## config.mk

```make
export PLATFORM = sky130hd
export DESIGN_NAME = sssp_alu
export DESIGN_NICKNAME = d
export VERILOG_FILES = /design/src/rtl/sssp_pkg.sv /design/src/rtl/sssp_alu.sv
export SDC_FILE = /design/constraint.sdc
export NUM_CORES = 1
export LEC_CHECK = 0
export BUFFER_PORTS_ARGS = -buffer_cell sky130_fd_sc_hd__buf_2
export CAP_MARGIN = 20
export CORE_MARGIN = 1.5
export CORE_UTILIZATION = 30
export DETAILED_ROUTE_END_ITERATION = 12
export SLEW_MARGIN = 25
export SYNTH_ARGS = -nofsm -noshare
export SYNTH_HDL_FRONTEND = slang
export SYNTH_SLANG_ARGS = --single-unit
```

## constraint.sdc

```tcl
create_clock -name vclk -period 5.51
set_input_delay 1.3775 -clock vclk [all_inputs]
set_output_delay 1.3775 -clock vclk [all_outputs]
set_load 0.01 [all_outputs]
```

## src/rtl/sssp_pkg.sv

```systemverilog
// Package with the types, constants and state encoding of the shortest-path block.
package sssp_pkg;

    localparam int VIDX_BITS    = 4;
    localparam int MAX_VERTICES = 1 << VIDX_BITS;
    localparam int CNT_BITS     = $clog2(MAX_VERTICES + 1);
    localparam int ADDR_BITS    = 2 * VIDX_BITS;
    localparam int LINK_DEPTH   = MAX_VERTICES * MAX_VERTICES;
    localparam int WEIGHT_BITS  = 16;
    localparam int DIST_BITS    = 20;
    localparam int VCOUNT_BITS  = 5;

    typedef logic [VIDX_BITS-1:0]   vidx_t;
    typedef logic [CNT_BITS-1:0]    cnt_t;
    typedef logic [ADDR_BITS-1:0]   addr_t;
    typedef logic [WEIGHT_BITS-1:0] weight_t;
    typedef logic [DIST_BITS-1:0]   dist_t;
    typedef logic [VCOUNT_BITS-1:0] vcount_t;

    localparam vcount_t VERTEX_COUNT_RESET = VCOUNT_BITS'(9);
    localparam vcount_t VCOUNT_MAX         = VCOUNT_BITS'(MAX_VERTICES);
    localparam cnt_t    CNT_MAX            = CNT_BITS'(MAX_VERTICES);
    localparam dist_t   DIST_MAX           = '1;

    localparam logic ACTION_ADD_EDGE = 1'b0;
    localparam logic ACTION_COMPUTE  = 1'b1;

    typedef enum logic [1:0] {
        STATUS_STORED     = 2'd0,
        STATUS_REJECTED   = 2'd1,
        STATUS_ROW        = 2'd2,
        STATUS_BAD_SOURCE = 2'd3
    } status_t;

    typedef struct packed {
        logic          action;
        logic [3:0]    first_vertex;
        logic [3:0]    second_vertex;
        logic [15:0]   edge_weight_in;
        logic [3:0]    source_vertex;
    } in_item_t;

    typedef struct packed {
        status_t       status;
        logic [3:0]    vertex;
        logic [19:0]   distance;
        logic          reached;
        logic          last;
    } out_item_t;

    typedef enum logic [3:0] {
        ST_IDLE,
        ST_EDGE_CMP,
        ST_EDGE_WR2,
        ST_RESP,
        ST_Q_INIT,
        ST_SELECT,
        ST_SETTLE,
        ST_RELAX,
        ST_EMIT
    } state_t;

    typedef struct packed {
        logic    en;
        addr_t   addr;
        weight_t weight;
    } graph_wr_t;

    typedef struct packed {
        dist_t base;
        dist_t addend;
        dist_t limit;
    } alu_req_t;

    typedef struct packed {
        dist_t sum;
        logic  less;
    } alu_rsp_t;

endpackage

```

## src/rtl/sssp_alu.sv

```systemverilog
// Shared saturating adder and less-than compare of the shortest-path block.
module sssp_alu (
    input  sssp_pkg::alu_req_t req,
    output sssp_pkg::alu_rsp_t rsp
);
    import sssp_pkg::*;

    logic [DIST_BITS:0] raw_sum;
    dist_t              sat_sum;

    assign raw_sum  = {1'b0, req.base} + {1'b0, req.addend};
    assign sat_sum  = raw_sum[DIST_BITS] ? DIST_MAX : raw_sum[DIST_BITS-1:0];
    assign rsp.sum  = sat_sum;
    assign rsp.less = sat_sum < req.limit;

endmodule

```

==> impl_metrics.ini <==
[worst_setup_path]
endpoint = rsp[0]
cp.arrival_ns = 4.51
crit_path_cell_trace = buf_6, ha_4, fa_2, a211oi_4, o21ai_2, nand3_2, o21ai_4, a31oi_4, buf_6, buf_16, nand2_2, ha_4, and4_1, nand3_2, a2111oi_4, o21ai_1, o21a_1, buf_2
crit_start = req[40]
criticalPathCategory = input port to output port
crit_fanout = 7
critPathLaunchType = input port
critPathMaxStageDelay_ns = 0.37
worstSetupEndpointType = output port
worstPathRequired_ns = 4.13
slowest_stage = fa_2

[final_layout]
fin_area_um2 = 2970
nets = 480
layout_common_cells = buf_2 (77), buf_4 (71), ha_1 (32)
final_common_cell = buf_2
syn_to_final_growth_pct = 84.3
regArea_um2 = 0
diodes = 0
clkbuf_count = 0
final_layout_size_suffix_gt1_share_pct = 50.8
seq_cell_count = 0

[logic_synthesis]
synth_cell_types = 48
synth.avg_cell_area_um2 = 7.23
synth_area_leaders = ha_1 (30%), inv_1 (6.1%), nand2_1 (5.8%)
ys.warnings.count = 0
seq_area_frac_synth_pct = 0
yosys.area.top_type = ha_1
syn-num-nets = 323
synth_top_area_share_pct = 30.3
synthCells = 223
synth_area_um2 = 1610

[global_route]
antenna_found_initial = 0
grt_overflow = 0
grt_pass1_vias = 2231
grt_max_degree = 9
grt_usage_pct = 18.9
grt_pass1_wl_mm = 9.48

[die]
dieArea_um2 = 5820
die_w_um = 76.3
coreArea_um2 = 5140
ios = 81
initial_core_util_pct = 31.4
die_h_um = 76.3
placementRows = 26

[placement]
dp_hpwl_mm = 4.73
port_buffers = 81
place_worst_setup_slack_ns = -0.416
place_area_um2 = 2700
gp_congestion = 0.821

[routing]
vias_per_cell = 5.07
route.detailed.drc = 0
wirelength_mm = 5.80
dr.pass1.iters = 4
first_iter_violations = 67
vias = 2272
drtAntennaViolNets = 0
wl_per_cell_um = 13.0

[clocking]
ctsHoldBuffers = 0

[power]
ir_worst_vdd_uv = 82.4
p_leak_uw = 0.00153
power_density_nw_per_um2 = 148
fin_total_pwr_uw = 440

[status]
status = complete, but fails checks
violations = negative setup slack

[timing]
hold_viol = 0
timing.final.crit_share_pct = 107
fin_crit_ns = 5.89
tightest_slew_ns = 0.453
timing_max_transition_violations_final = 0
slew_headroom_pct = 69.5
setup_slack_ns = -0.375
max_freq_mhz = 170
tns_ns = -0.375
setup_viol = 1
grt_setup_unrepaired = yes

[min_path]
holdCritPathClass = input port to output port

[job]
maxCapViolations = 0
area by class of cell:
cell class,count,area [um2]
Inverter,26,97.6
Timing Repair Buffer,158,1060
Multi-Input combinational cell,194,1730
Tap cell,70,87.6
Fill cell,514,2170
Yosys cell counts, types with 2 or more instances:
cell type   n
nand3_1     6
o21a_1      3
a21oi_1    17
and4_1      2
and3_1      3
xor2_1      5
inv_1      26
or3_1       2
nor2_1      6
o211ai_1    2
and3b_1     3
ha_1       39
a21boi_0    2
nand2b_1    3
xnor2_1     6
a211oi_1    8
nand4_1     2
o21ai_0    16
o21ai_1     2
nand2_1    25
clkbuf_1    2
a31oi_1     4
nor2b_1     3
a21o_1     11
a2111oi_0   2
metal layers:
metal | GRT usage [%] | wire [um]
met5 | 0 | 0
met4 | 2.04 | 42
met2 | 34.5 | 2840
met3 | 0.599 | 229
met1 | 25.5 | 2690
cells by family (layout without fill, tap and decap cells):
group,after synthesis,count (layout),synth area share (%)
buf+inv,29,184,6.83
compound gates,81,81,35.0
simple gates,62,62,20.7
fa+ha+maj,40,40,31.5
xor+xnor,11,11,5.98
worst min-delay path by stage:
stage                 start     end  slack, ns  cells past startpoint
floorplan           req[40]  rsp[1]       2.99                      2
global placement    req[40]  rsp[1]       3.18                      4
detailed placement  req[40]  rsp[1]       3.19                      4
CTS                 req[20]  rsp[1]       3.16                      4
global route        req[20]  rsp[1]       3.19                      4
finish              req[20]  rsp[1]       3.17                      4
per-stage QoR:
| step | hold slack [ns] | instances | util [%] |
|---|---|---|---|
| 2_1_floorplan | 2.99 | 223 | - |
| 3_3_place_gp | 3.18 | 439 | 52.5 |
| 3_5_place_dp | 3.19 | 439 | 52.5 |
| 4_1_cts | 3.16 | 447 | 55.8 |
| 5_1_grt | 3.19 | 448 | 57.8 |
| 6_report | 3.17 | 448 | 57.8 |
worst max-delay path, delay by kind of cell:
| family | cells | cell delay [ns] |
|---|---|---|
| compound gates | 7 | 1.25 |
| fa+ha+maj | 3 | 0.79 |
| buf+inv | 4 | 0.50 |
| simple gates | 4 | 0.59 |
report_power, final:
group          switching [uW]  internal (uW)  total (uW)  leakage (uW)
clock network               0              0           0             0
registers                   0              0           0             0
logic                     206            234         440       0.00153
timing repair:
action	4_1_cts	5_1_grt
pin swaps	20	15
buffers inserted	7	1
gates cloned	1	0
resized for setup	22	17
setup endpoints to repair	1	1
Power figures use the tool's default switching activity.
